$ cat config.mk
export PLATFORM = sky130hd
export DESIGN_NAME = nwa_ctrl
export DESIGN_NICKNAME = d
export VERILOG_FILES = /design/src/sv/nwa_pkg.sv /design/src/sv/nwa_ctrl.sv
export SDC_FILE = /design/constraint.sdc
export NUM_CORES = 1
export LEC_CHECK = 0
export BUFFER_PORTS_ARGS = -buffer_cell sky130_fd_sc_hd__buf_2
export CORE_ASPECT_RATIO = 1.2
export CORE_MARGIN = 1.5
export CORE_UTILIZATION = 38
export CTS_BUF_LIST = sky130_fd_sc_hd__clkbuf_8
export DETAILED_ROUTE_END_ITERATION = 8
export SYNTH_ARGS = -nofsm -noshare
export SYNTH_HDL_FRONTEND = slang
export SYNTH_SLANG_ARGS = --single-unit
$ cat constraint.sdc
create_clock -name clk_i -period 2 [get_ports clk_i]
set_input_delay 0.1 -clock clk_i [delete_from_list [all_inputs] [get_ports clk_i]]
set_output_delay 0.1 -clock clk_i [all_outputs]
set_load 0.05 [all_outputs]
$ cat src/sv/nwa_pkg.sv
// nwa_pkg: shared types and codes for the NFA word acceptor.
// Opcodes, configuration register indexes, FSM states, control bundle.
// No dependencies.
`timescale 1ns / 1ps

package nwa_pkg;

  localparam int STATE_W = 4;   // width of state index fields
  localparam int FINAL_W = 16;  // width of the final mask register
  localparam int SYM_W   = 8;   // width of the symbol field

  typedef logic [1:0] opcode_t;
  localparam opcode_t OP_ADD   = 2'd0;
  localparam opcode_t OP_SYM   = 2'd1;
  localparam opcode_t OP_QUERY = 2'd2;

  typedef logic cfg_idx_t;
  localparam cfg_idx_t CFG_START_STATE = 1'b0;
  localparam cfg_idx_t CFG_FINAL_MASK  = 1'b1;

  typedef enum logic [2:0] {
    ST_CLEAR,
    ST_IDLE,
    ST_ADD_RD,
    ST_ADD_WR,
    ST_SYM_RD,
    ST_SYM_CHAIN,
    ST_SYM_DONE,
    ST_QUERY
  } state_e;

  // broadcast from the sequencer to the cell row and the top datapath
  typedef struct packed {
    logic busy;
    logic clear;       // row clear sweep write
    logic rd_en;       // read row at current address
    logic add_wr;      // write back row with new transition bit
    logic load_start;  // active bit takes start bit
    logic chain;       // shift partial union along the row
    logic load_succ;   // active bit takes successor bit
    logic report;      // result beat next cycle
    logic query;       // result comes from the start set
  } ctrl_t;

endpackage

$ cat src/sv/nwa_ctrl.sv
// nwa_ctrl: sequencer for the NFA word acceptor: clear sweep, transition
// read-modify-write, symbol chain timing, word tracking. Depends on nwa_pkg.
`timescale 1ns / 1ps

module nwa_ctrl #(
  parameter int NUM_STATES  = 16,
  parameter int SYMBOL_BITS = 8
) (
  input  logic                   clk_i,
  input  logic                   rst_ni,
  input  logic                   start_i,
  input  nwa_pkg::opcode_t       opcode_i,
  input  logic                   last_i,
  output nwa_pkg::ctrl_t         ctrl_o,
  output logic [SYMBOL_BITS-1:0] clr_addr_o
);

  localparam int CNT_W = $clog2(NUM_STATES);

  nwa_pkg::state_e        state_q, state_d;
  logic [CNT_W-1:0]       cnt_q, cnt_d;
  logic [SYMBOL_BITS-1:0] clr_q, clr_d;
  logic                   inside_q, inside_d;

  always_comb begin
    state_d  = state_q;
    cnt_d    = cnt_q;
    clr_d    = clr_q;
    inside_d = inside_q;
    unique case (state_q)
      nwa_pkg::ST_CLEAR: begin
        clr_d = clr_q + 1'b1;
        if (&clr_q) begin
          state_d = nwa_pkg::ST_IDLE;
        end
      end
      nwa_pkg::ST_IDLE: begin
        if (start_i) begin
          unique case (opcode_i)
            nwa_pkg::OP_ADD:   state_d = nwa_pkg::ST_ADD_RD;
            nwa_pkg::OP_SYM:   state_d = nwa_pkg::ST_SYM_RD;
            nwa_pkg::OP_QUERY: state_d = nwa_pkg::ST_QUERY;
            default:           state_d = nwa_pkg::ST_IDLE;
          endcase
        end
      end
      nwa_pkg::ST_ADD_RD: state_d = nwa_pkg::ST_ADD_WR;
      nwa_pkg::ST_ADD_WR: state_d = nwa_pkg::ST_IDLE;
      nwa_pkg::ST_SYM_RD: begin
        cnt_d   = '0;
        state_d = nwa_pkg::ST_SYM_CHAIN;
      end
      nwa_pkg::ST_SYM_CHAIN: begin
        cnt_d = cnt_q + 1'b1;
        // last cell holds the full union once the chain has shifted through every cell
        if (cnt_q == CNT_W'(NUM_STATES - 1)) begin
          state_d = nwa_pkg::ST_SYM_DONE;
        end
      end
      nwa_pkg::ST_SYM_DONE: begin
        inside_d = !last_i;
        state_d  = nwa_pkg::ST_IDLE;
      end
      nwa_pkg::ST_QUERY: begin
        inside_d = 1'b0;
        state_d  = nwa_pkg::ST_IDLE;
      end
      default: state_d = nwa_pkg::ST_IDLE;
    endcase
  end

  always_comb begin
    ctrl_o      = '0;
    ctrl_o.busy = (state_q != nwa_pkg::ST_IDLE);
    unique case (state_q)
      nwa_pkg::ST_CLEAR:     ctrl_o.clear = 1'b1;
      nwa_pkg::ST_IDLE:      ;
      nwa_pkg::ST_ADD_RD:    ctrl_o.rd_en = 1'b1;
      nwa_pkg::ST_ADD_WR:    ctrl_o.add_wr = 1'b1;
      nwa_pkg::ST_SYM_RD: begin
        ctrl_o.rd_en      = 1'b1;
        ctrl_o.load_start = !inside_q;
      end
      nwa_pkg::ST_SYM_CHAIN: ctrl_o.chain = 1'b1;
      nwa_pkg::ST_SYM_DONE: begin
        ctrl_o.load_succ = 1'b1;
        ctrl_o.report    = last_i;
      end
      nwa_pkg::ST_QUERY: begin
        ctrl_o.load_start = 1'b1;
        ctrl_o.report     = 1'b1;
        ctrl_o.query      = 1'b1;
      end
      default: ;
    endcase
  end

  always_ff @(posedge clk_i or negedge rst_ni) begin
    if (!rst_ni) begin
      state_q  <= nwa_pkg::ST_CLEAR;
      cnt_q    <= '0;
      clr_q    <= '0;
      inside_q <= 1'b0;
    end else begin
      state_q  <= state_d;
      cnt_q    <= cnt_d;
      clr_q    <= clr_d;
      inside_q <= inside_d;
    end
  end

  assign clr_addr_o = clr_q;

endmodule

Word-level counts from Yosys, hierarchy flattened

Index checks and enable logic that the tools add are counted.

Output and inout bits: 17
Bits in registers: 16

Equality and inequality tests: 14
Muxes and demuxes: 15
Add/sub/neg operators: 2
Reduce and logical (&&, ||, !) cells: 10

Operators with widths:

| cell                  | count |
|---|---|
| $pmux W3 S6           | 1 |
| $eq A3 B3 Y1 const B  | 4 |
| $mux W3               | 3 |
| $pmux W3 S3           | 1 |
| $add A8 B1 Y8 const B | 1 |
| $pmux W4 S2           | 1 |
| $reduce_and A8 Y1     | 1 |
| $eq A3 B2 Y1 const B  | 2 |
| $mux W1               | 6 |
| $ne A2 B2 Y1 const B  | 3 |
| $pmux W1 S2           | 3 |
| $add A4 B1 Y4 const B | 1 |
| $eq A4 B4 Y1 const B  | 1 |
| $reduce_bool A2 Y1    | 2 |
| $eq A3 B1 Y1 const B  | 1 |
| $logic_not A3 Y1      | 1 |
| $ne A3 B1 Y1 const B  | 1 |
| $reduce_and A3 Y1     | 1 |
| $reduce_or A3 Y1      | 1 |
| $eq A2 B1 Y1 const B  | 1 |
| $eq A2 B2 Y1 const B  | 1 |
| $logic_not A1 Y1      | 2 |
| $logic_not A2 Y1      | 1 |
| $reduce_or A2 Y1      | 1 |

Longest topological paths before layout

Gate-level depths: netlist of the first run.

Depth in word-level cells: 4
Depth in mapped cells: 5
Depth with buffers taken out: 5

Worst setup path after synthesis of the first run

No wires, ideal clock.

Path type: flip-flop to output port
Start: register state_q[1]
End: output ctrl_o[4] (netlist bit)
Cell stages (with the launch flop): 4
Required time: 1900 ps
Arrival: 2085 ps
Slack: -185 ps
Path through: dfrtp_1 buf_4 or3_1 a21boi_0

RTL lines:

| element                | RTL line        | RTL |
|---|---|---|
| from (decl)            | nwa_ctrl.sv:20  | `nwa_pkg::state_e state_q, state_d;` |
| from (signal assigned) | nwa_ctrl.sv:100 | `state_q <= nwa_pkg::ST_CLEAR;` |
| from (signal assigned) | nwa_ctrl.sv:105 | `state_q <= state_d;` |
| to (decl)              | nwa_ctrl.sv:14  | `output nwa_pkg::ctrl_t ctrl_o,` |

==> results of run 1 <==
registers in the layout, indices dropped and copies added (netlist names):
signal	flops
inside_q	1
cnt_q	4
state_q	3
clr_addr_o	8
layout by cell type, fill, tap and decap left out, drive strengths merged, types with 2 or more instances in the layout:
master	Yosys	final
buf	4	22
dfrtp	16	16
nand2	7	7
nor2	6	6
o21ai	6	6
ha	5	5
nand2b	4	4
xor2	4	4
clkbuf	0	4
inv	3	3
and3	3	3
nand4	3	3
xnor2	3	3
mux2	3	3
a21oi	2	2
nand3	2	2
a22o	2	2
nor3	2	2
nor4	2	2
per-stage QoR:
stage	area, um^2	util [%]	hold slack (ns)
global placement	1060	45.3	0.0323
finish	1120	48.1	0.161
CTS	1120	48.1	0.164
detailed placement	1060	45.3	0.0319
global route	1120	48.1	0.195
floorplan	942	-	-0.196
metal layers:
metal	global-route usage [%]	up-vias	share of wire (%)
li1	-	356	-
met1	16.0	329	47
met2	23.6	14	49
met3	4.71	2	3.5
met4	3.67	0	0.78
met5	0	-	0
cell type report:
cell class	instances	area share, %
multi-input combinational	66	44.2
timing repair buffer	23	10.7
inverter	3	1.00
sequential	16	35.7
clock buffer	4	4.91
tap	31	3.46
power breakdown:
group / internal (mW) / switching [mW] / leakage [nW]
clock: 0.174 / 0.108 / 0.0288
sequential: 0.439 / 0.228 / 0.199
combinational: 0.304 / 0.627 / 0.338
total: 0.918 / 0.963 / 0.566
timing repair:
action | 4_1_cts | 5_1_grt
endpoints found under the setup margin | 0 | 0
hold endpoints to repair | 16 | 0
hold buffers | 1 | 0
worst max-delay path by stage:
stage / from / endpoint / cells after the start
after global placement: state_q[0] / state_q[1] / 3
after CTS: state_q[0] / ctrl_o[4] / 3
after global routing: state_q[0] / ctrl_o[4] / 3
final: state_q[0] / ctrl_o[4] / 3
after floorplan: state_q[1] / ctrl_o[4] / 3
after detailed placement: state_q[0] / clr_addr_o[1] / 2
critical path: stages, from the launching register on:
cell and delay [ns]:
sky130_fd_sc_hd__dfrtp_1 0.59, sky130_fd_sc_hd__or3_1 0.43, sky130_fd_sc_hd__a21boi_1 0.14, sky130_fd_sc_hd__buf_2 0.27
kinds of logic (layout without fill, tap and decap cells):
| family | Yosys count | count (layout) | synth area share (%) |
|---|---|---|---|
| xor+xnor | 7 | 7 | 6.51 |
| simple gates | 36 | 36 | 25.1 |
| fa+ha+maj | 5 | 5 | 6.64 |
| buf+inv | 7 | 30 | 4.91 |
| flops | 16 | 16 | 42.5 |
| mux | 3 | 3 | 3.59 |
| compound gates | 15 | 15 | 10.8 |
==> results.sh, run 1 <==
export IMPL_cp_capture_type="primary output"
export IMPL_report_final_hold_viol_count=0
export IMPL_power_static_leakage_nw=0.566
export IMPL_worst_pin_slew_ns=0.591
export IMPL_seq_area_um2=400
export IMPL_maxCapViolCount=0
export IMPL_placement_io_buffers=22
export IMPL_worstSetupPathType="flop to primary output"
export IMPL_ir_worst_vdd_uv=1310
export IMPL_critical_path_at_ns=1.68
export IMPL_detail_route_wirelength_mm=1.68
export IMPL_postSynthRegisterBits=16
export IMPL_global_route_overflow_total=0
export IMPL_number_of_synthesized_flops_with_an_enable_pin=0
export IMPL_place_congestion=0.716
export IMPL_post_synth_inst_count=89
export IMPL_max_slew_margin_pct=60.6
export IMPL_timing_critical_path_fanout_max=18
export IMPL_cell_depth_of_the_worst_min_delay_path=3
export IMPL_synthFlopType="sky130_fd_sc_hd__dfrtp_1"
export IMPL_yosysTopAreaCellShare_pct=42.5
export IMPL_placed_cells_incl_taps=138
export IMPL_cts_reportedPaths_clkPinSlew_ns=0.06
export IMPL_setup_crit_start_kind="flop"
export IMPL_post_cts_buffers=0
export IMPL_core_region_area_um2=2330
export IMPL_number_of_global_route_vias_before_repair=670
export IMPL_instances_no_fill=143
export IMPL_core_rowCount=19
export IMPL_timing_hold_worst_start="start_i"
export IMPL_drt_vias_per_instance=4.90
export IMPL_drive_above_1_share_pct=32.1
export IMPL_drtPass1Iterations=3
export IMPL_final_critical_path_setup_slack_ns=0.216
export IMPL_maxClockFrequency_mhz=561
export IMPL_cts_htree_levels=1
export IMPL_synth_top_cells_by_area="sky130_fd_sc_hd__dfrtp_1 (42%), sky130_fd_sc_hd__ha_1 (6.6%), sky130_fd_sc_hd__xor2_1 (3.7%)"
export IMPL_clkLatencyLatePin_ns=0.25
export IMPL_setup_repair_after_global_routing_missed_its_margin="false"
export IMPL_post_place_ws_ns=0.475
export IMPL_finish_net_count=124
export IMPL_r2r_cells=3
export IMPL_holdCritPathClass="input pin to flop"
export IMPL_die_height_um=57.5
export IMPL_post_detail_place_hpwl_mm=1.25
export IMPL_hold_end="state_q[2]"
export IMPL_power_density_nw_per_um2=1680
export IMPL_power_total_mw=1.88
export IMPL_max_clock_path_buffers=2
export IMPL_drc_violation_count_after_routing=0
export IMPL_global_route_wire_length_before_repair_mm=2.91
export IMPL_synth_most_common_cell="sky130_fd_sc_hd__dfrtp_1"
export IMPL_grt_max_degree=19
export IMPL_synth_lib_cells_used_distinct=34
export IMPL_first_drt_iteration_drcs=10
export IMPL_worstReg2RegEnd="state_q[1]"
export IMPL_synth_yosys_seq_area_share_pct=42.5
export IMPL_setup_viol_count_final=0
export IMPL_area_growth_synth_to_final_pct=19.0
export IMPL_period_minus_slack_ns=1.78
export IMPL_critical_path_required_ns=1.90
export IMPL_start_util_pct=40.4
export IMPL_setup_skew_ns=0.00145
export IMPL_die_w_um=48.5
export IMPL_synthesis_nets=100
export IMPL_ant_nets=0
export IMPL_dr_total_vias=701
export IMPL_detail_route_wl_per_cell_um=11.7
export IMPL_reg2reg_from="state_q[0]"
export IMPL_synth_async_reset_ratio_pct=100
export IMPL_antenna_found_initial=0
export IMPL_fp_dieArea_um2=2790
export IMPL_cts_buffers_inserted=3
export IMPL_post_synth_top_area_cell="sky130_fd_sc_hd__dfrtp_1"
export IMPL_multiInputGateArea_um2=495
export IMPL_reg2reg_slack_ns=0.48
export IMPL_n_fill_cell=241
export IMPL_result_of_the_run="finished, final reports clean"
export IMPL_globalRouteTotalUtil_pct=13.6
export IMPL_synth_area_per_cell_um2=10.6
export IMPL_postCtsResizedCells=0
export IMPL_netlist_area_um2=942
export IMPL_timing_setup_tns_ns=0
export IMPL_synth_cells_most_frequent="sky130_fd_sc_hd__dfrtp_1 (16), sky130_fd_sc_hd__nand2_1 (7), sky130_fd_sc_hd__nor2_1 (6), sky130_fd_sc_hd__o21ai_0 (6), sky130_fd_sc_hd__ha_1 (5)"
export IMPL_tritoncts="yes"
export IMPL_synth_warnings=0
export IMPL_clock_root_buffer="sky130_fd_sc_hd__clkbuf_8"
export IMPL_drv_slew=0
export IMPL_n_antenna_cell=0
export IMPL_ioPinCount=23
export IMPL_clock_sink_count=16
export IMPL_layout_worst_path_cycle_share_pct=89.2
(Power assumes the default switching activity.)
==> run 2, diff against run 1 <==
--- a/config.mk
+++ b/config.mk
@@ -11,6 +11,7 @@
 export CORE_UTILIZATION = 38
 export CTS_BUF_LIST = sky130_fd_sc_hd__clkbuf_8
 export DETAILED_ROUTE_END_ITERATION = 8
+export SETUP_SLACK_MARGIN = 0.3
 export SYNTH_ARGS = -nofsm -noshare
 export SYNTH_HDL_FRONTEND = slang
 export SYNTH_SLANG_ARGS = --single-unit
==> run 2 against run 1 <==
Compared with the run above:
- non-clock buffer count grew 4
- wire length increased by 4.4%
- first-iteration DRC count fell by 60%
- register-to-register slack better by 0.13 ns
- critical endpoint unchanged
- largest power group unchanged
==> results.sh, run 2 (same netlist as run 1, synthesis figures left out) <==
export IMPL_setup_crit_start_kind="flop"
export IMPL_worst_pin_slew_ns=0.363
export IMPL_global_route_overflow_total=0
export IMPL_placed_cells_incl_taps=138
export IMPL_ant_nets=0
export IMPL_setup_skew_ns=0.00227
export IMPL_drtPass1Iterations=4
export IMPL_area_growth_synth_to_final_pct=25.5
export IMPL_cts_htree_levels=1
export IMPL_multiInputGateArea_um2=505
export IMPL_detail_route_wirelength_mm=1.75
export IMPL_drv_slew=0
export IMPL_die_height_um=57.5
export IMPL_power_density_nw_per_um2=1700
export IMPL_final_common_cell="sky130_fd_sc_hd__buf_2"
export IMPL_max_clock_path_buffers=2
export IMPL_start_util_pct=40.4
export IMPL_critical_path_cell_chain="or3_1, a21boi_2, buf_4"
export IMPL_drc_violation_count_after_routing=0
export IMPL_holdCritPathClass="input pin to flop"
export IMPL_instances_no_fill=147
export IMPL_critical_path_at_ns=1.53
export IMPL_crit_path_max_incr_delay_ns=0.52
export IMPL_post_place_ws_ns=0.445
export IMPL_clockPowerShare_pct=14.5
export IMPL_maxCapViolCount=0
export IMPL_finish_net_count=128
export IMPL_drt_vias_per_instance=4.86
export IMPL_core_rowCount=19
export IMPL_setup_viol_count_final=0
export IMPL_dr_total_vias=714
export IMPL_sw_frac_of_total_pct=49.8
export IMPL_first_drt_iteration_drcs=4
export IMPL_power_total_mw=2.01
export IMPL_result_of_the_run="finished, final reports clean"
export IMPL_critical_path_required_ns=1.90
export IMPL_die_w_um=48.5
export IMPL_clkLatencyLatePin_ns=0.25
export IMPL_power_static_leakage_nw=0.586
export IMPL_setup_repair_after_global_routing_missed_its_margin="false"
export IMPL_whs_ns=0.137
export IMPL_final_critical_path_setup_slack_ns=0.374
export IMPL_n_antenna_cell=0
export IMPL_timing_critical_path_fanout_max=15
export IMPL_seq_area_um2=407
export IMPL_layout_common_cells="sky130_fd_sc_hd__buf_2 (21), sky130_fd_sc_hd__dfrtp_1 (13), sky130_fd_sc_hd__nand2_1 (7), sky130_fd_sc_hd__nor2_1 (6), sky130_fd_sc_hd__o21ai_0 (6)"
export IMPL_grt_max_degree=19
export IMPL_cp_capture_type="primary output"
export IMPL_global_route_wire_length_before_repair_mm=2.98
export IMPL_globalRouteTotalUtil_pct=14.6
export IMPL_post_detail_place_hpwl_mm=1.27
export IMPL_p_int_mw=1.01
export IMPL_clock_root_buffer="sky130_fd_sc_hd__clkbuf_8"
export IMPL_placement_io_buffers=22
export IMPL_maxClockFrequency_mhz=615
export IMPL_core_region_area_um2=2330
export IMPL_max_slew_margin_pct=75.8
export IMPL_ioPinCount=23
export IMPL_antenna_found_initial=0
export IMPL_report_final_hold_viol_count=0
export IMPL_switchingPower_mw=1.00
export IMPL_n_fill_cell=226
export IMPL_seq_power_share_pct=32.8
export IMPL_ir_worst_vdd_uv=997
export IMPL_worstSetupPathType="flop to primary output"
export IMPL_slowest_stage="sky130_fd_sc_hd__dfrtp_2"
export IMPL_number_of_global_route_vias_before_repair=689
export IMPL_cts_buffers_inserted=3
export IMPL_detail_route_wl_per_cell_um=11.9
export IMPL_fp_dieArea_um2=2790
export IMPL_tritoncts="yes"
export IMPL_largest_register_ff_count=8
export IMPL_place_congestion=0.720
export IMPL_clock_sink_count=16
export IMPL_period_minus_slack_ns=1.63
export IMPL_cts_reportedPaths_clkPinSlew_ns=0.06
export IMPL_drive_above_1_share_pct=37.9
export IMPL_timing_setup_tns_ns=0
export IMPL_layout_worst_path_cycle_share_pct=81.3
export IMPL_combinationalPowerShare_pct=52.7
==> run 2: cell count changes in the layout (fill, tap and decap cells not counted), sizes merged <==
| cell | before | now |
|---|---|---|
| buf | 22 | 26 |
==> run 2: cell type report <==
class                   instances  area share [%]
multi-input cells              66            42.8
flip-flops and latches         16            34.4
repair buffers                 27            14.0
clock buffers                   4            4.66
well taps                      31            3.28
inverters                       3           0.952
==> run 2: power by group through the flow <==
stage,clock network [mW],registers [mW],logic (mW)
final,0.291,0.659,1.06
after global routing,0.314,0.694,1.15
after CTS,0.303,0.685,0.962
after detailed placement,0,0.688,0.951
after global placement,0,0.676,0.941
after floorplan,0,0.736,0.734
==> run 2: critical path: cells and delay by family (launching register included) <==
family                 cells  cell delay (ns)
and+or+nand+nor            1             0.42
buffers and inverters      1             0.20
AOI/OAI and AO/OA          1             0.14
DFF                        1             0.52
==> run 2: path summary, 6_finish.rpt <==
kind / start / to / slack, ns / cells past startpoint
worst max-delay path: state_q[1] / ctrl_o[4] / 0.37 / 3
max in group asynchronous: rst_ni / state_q[0] / 1.42 / 2
worst min-delay path: start_i / state_q[2] / 0.14 / 3
worst min register to register: clr_addr_o[7] / clr_addr_o[7] / 0.49 / 1
min in group asynchronous: rst_ni / clr_addr_o[7] / 0.29 / 2
worst max register to register: state_q[0] / clr_addr_o[1] / 0.61 / 3
==> run 2: through the flow <==
step	util (%)	instance area, um^2
2_1_floorplan	-	952
3_3_place_gp	45.8	1070
3_5_place_dp	45.8	1070
4_1_cts	48.8	1140
5_1_grt	50.8	1180
6_report	50.8	1180
==> run 2: layer usage <==
layer / global-route usage, % / vias to the layer above / wire length, um
met3: 5.76 / 4 / 101
li1: - / 368 / -
met5: 0 / - / 0
met1: 14.8 / 321 / 761
met4: 7.35 / 0 / 34
met2: 26.2 / 21 / 853
==> run 2: repair_timing <==
action / 4_1_cts / 5_1_grt
gates cloned: 0 / 0
hold buffers: 1 / 0
pin swaps: 0 / 0
gates resized for setup: 3 / 2
endpoints found under the hold margin: 16 / 0
setup endpoints to repair: 4 / 2
buffers inserted: 0 / 4
==> run 3, diff against run 2 <==
==> constraint.sdc (replaced) <==
create_clock -name clk_i -period 1.66 [get_ports clk_i]
set_input_delay 0.083 -clock clk_i [delete_from_list [all_inputs] [get_ports clk_i]]
set_output_delay 0.083 -clock clk_i [all_outputs]
set_load 0.05 [all_outputs]
==> run 3 against run 2 <==
Compared with the run above:
- global-route usage grew 1.1 points
- die area is the same
- sequential share of layout area shrank 5.2 points
- clock power grew 24%
- cell count grew 6.8%
- core utilization grew 8.8 points
- clock-buffer cell count is the same
- design area grew 17%
- via count grew 8.3%
- non-clock buffer count grew 10
- largest cell class unchanged
- highest routed layer unchanged
==> results.sh, run 3 (same netlist as run 1, synthesis figures left out) <==
export IMPL_maxClockFrequency_mhz=679
export IMPL_whs_ns=0.136
export IMPL_worstSetupPathType="flop to primary output"
export IMPL_combinationalPowerShare_pct=61.7
export IMPL_post_dp_cell_area_um2=1110
export IMPL_drive_above_1_share_pct=50.8
export IMPL_sw_frac_of_total_pct=47.3
export IMPL_postLayoutCellArea_um2=1390
export IMPL_post_detail_place_hpwl_mm=1.35
export IMPL_result_of_the_run="finished, final reports clean"
export IMPL_core_region_area_um2=2330
export IMPL_report_final_hold_viol_count=0
export IMPL_clkLatencyLatePin_ns=0.26
export IMPL_slowest_stage="sky130_fd_sc_hd__dfrtp_2"
export IMPL_global_route_wire_length_before_repair_mm=3.34
export IMPL_largest_register_ff_count=8
export IMPL_drtPass1Iterations=4
export IMPL_reg2reg_from="state_q[2]"
export IMPL_cts_htree_levels=1
export IMPL_place_congestion=0.737
export IMPL_path_buf_inv=1
export IMPL_setup_crit_start_kind="flop"
export IMPL_tritoncts="yes"
export IMPL_cts_reportedPaths_clkPinSlew_ns=0.07
export IMPL_n_fill_cell=210
export IMPL_power_density_nw_per_um2=2080
export IMPL_cp_capture_type="primary output"
export IMPL_setup_repair_after_global_routing_missed_its_margin="true"
export IMPL_maxCapViolCount=0
export IMPL_drv_slew=0
export IMPL_grt_max_degree=17
export IMPL_timing_critical_path_from="state_q[0]"
export IMPL_core_rowCount=19
export IMPL_critical_path_cell_chain="or3_4, a21boi_4, buf_6"
export IMPL_setup_viol_count_final=0
export IMPL_p_int_mw=1.52
export IMPL_detail_route_wirelength_mm=2.11
export IMPL_timing_setup_tns_ns=0
export IMPL_first_drt_iteration_drcs=16
export IMPL_critical_path_required_ns=1.58
export IMPL_critical_path_at_ns=1.39
export IMPL_fp_dieArea_um2=2790
export IMPL_area_growth_synth_to_final_pct=47.3
export IMPL_globalRouteTotalUtil_pct=15.7
export IMPL_final_common_cell="sky130_fd_sc_hd__buf_6"
export IMPL_max_slew_margin_pct=75.8
export IMPL_clockPowerShare_pct=12.5
export IMPL_period_minus_slack_ns=1.47
export IMPL_placement_io_buffers=22
export IMPL_ir_worst_vdd_uv=1010
export IMPL_ant_nets=0
export IMPL_timing_hold_worst_start="start_i"
export IMPL_start_util_pct=40.4
export IMPL_switchingPower_mw=1.36
export IMPL_power_static_leakage_nw=0.662
export IMPL_timing_critical_path_fanout_max=5
export IMPL_worst_pin_slew_ns=0.363
export IMPL_number_of_global_route_vias_before_repair=787
export IMPL_ioPinCount=23
export IMPL_max_clock_path_buffers=2
export IMPL_crit_path_max_incr_delay_ns=0.45
export IMPL_antenna_found_initial=0
export IMPL_global_route_overflow_total=0
export IMPL_dr_total_vias=773
export IMPL_setup_skew_ns=0.00444
export IMPL_finish_net_count=138
export IMPL_clock_sink_count=16
export IMPL_die_w_um=48.5
export IMPL_drc_violation_count_after_routing=0
export IMPL_cts_buffers_inserted=3
export IMPL_clock_root_buffer="sky130_fd_sc_hd__clkbuf_8"
export IMPL_drt_vias_per_instance=4.92
export IMPL_holdCritPathClass="input pin to flop"
export IMPL_seq_power_share_pct=25.8
export IMPL_detail_route_wl_per_cell_um=13.5
export IMPL_layout_worst_path_cycle_share_pct=88.8
export IMPL_layout_common_cells="sky130_fd_sc_hd__buf_6 (14), sky130_fd_sc_hd__buf_2 (13), sky130_fd_sc_hd__dfrtp_1 (12), sky130_fd_sc_hd__buf_4 (7), sky130_fd_sc_hd__nand2_1 (6)"
export IMPL_die_height_um=57.5
export IMPL_n_antenna_cell=0
export IMPL_path_delay_family="flip-flops"
## run 3: changes by cell type in the layout (fill, tap and decap cells not counted), moves of 2 or more
cell	change
sky130_fd_sc_hd__nor2_2	+3
sky130_fd_sc_hd__buf_2	-8
sky130_fd_sc_hd__dfrtp_2	+2
sky130_fd_sc_hd__nand2b_1	-2
sky130_fd_sc_hd__buf_6	+14
sky130_fd_sc_hd__nand2b_4	+2
sky130_fd_sc_hd__nor2_1	-3
sky130_fd_sc_hd__buf_4	+3
## run 3: metal layers
metal,global-route usage [%],vias up,wire length (um)
li1,-,387,-
met1,17.6,367,810
met2,29.2,14,1210
met3,1.57,5,49
met4,8.57,0,46
met5,0,-,0
## run 3: through the flow
stage          total power, mW  cells  util [%]  worst slack (ns)
2_1_floorplan             1.81     89         -             0.124
3_3_place_gp              2.04    141      47.6             0.276
5_1_grt                   3.06    157      59.6             0.139
4_1_cts                   2.68    154      55.4             0.185
6_report                  2.88    157      59.6             0.186
3_5_place_dp              2.06    141      47.6             0.244
## run 3: worst reg2reg max path, stage by stage, from the launching register on
cell and delay, ns:
sky130_fd_sc_hd__dfrtp_2 0.47, sky130_fd_sc_hd__buf_6 0.14, sky130_fd_sc_hd__nor3_4 0.25, sky130_fd_sc_hd__buf_6 0.14, sky130_fd_sc_hd__mux2_4 0.28
## run 3: area by class of cell
class | instances | area [um^2] | share of cell area (%)
timing repair buffer | 37 | 309 | 22.3
sequential | 16 | 405 | 29.2
inverter | 3 | 11.3 | 0.812
tap | 31 | 38.8 | 2.80
clock buffer | 4 | 55.1 | 3.97
multi-input combinational | 66 | 568 | 40.9
## run 3: power groups by stage
| stage | Combinational [mW] | Clock (mW) | Sequential, mW |
|---|---|---|---|
| 2_1_floorplan | 0.922 | 0 | 0.889 |
| 3_3_place_gp | 1.28 | 0 | 0.754 |
| 3_5_place_dp | 1.30 | 0 | 0.760 |
| 4_1_cts | 1.57 | 0.362 | 0.740 |
| 5_1_grt | 1.90 | 0.381 | 0.774 |
| 6_report | 1.78 | 0.361 | 0.744 |
## run 3: worst paths after layout
kind                                      end  slack, ns  cells past startpoint
worst min-delay path               state_q[2]       0.14                      3
worst min register to register  clr_addr_o[6]       0.50                      1
worst max-delay path                ctrl_o[4]       0.19                      3
max in group asynchronous       clr_addr_o[2]       1.11                      2
min in group asynchronous       clr_addr_o[3]       0.26                      2
worst max register to register  clr_addr_o[1]       0.26                      4
## run 3: what timing repair did
item | 4_1_cts | 5_1_grt
setup buffers | 8 | 3
pin swaps | 3 | 2
gates resized for setup | 17 | 21
hold buffers | 1 | 0
setup endpoints to repair | 14 | 18
endpoints found under the hold margin | 16 | 0
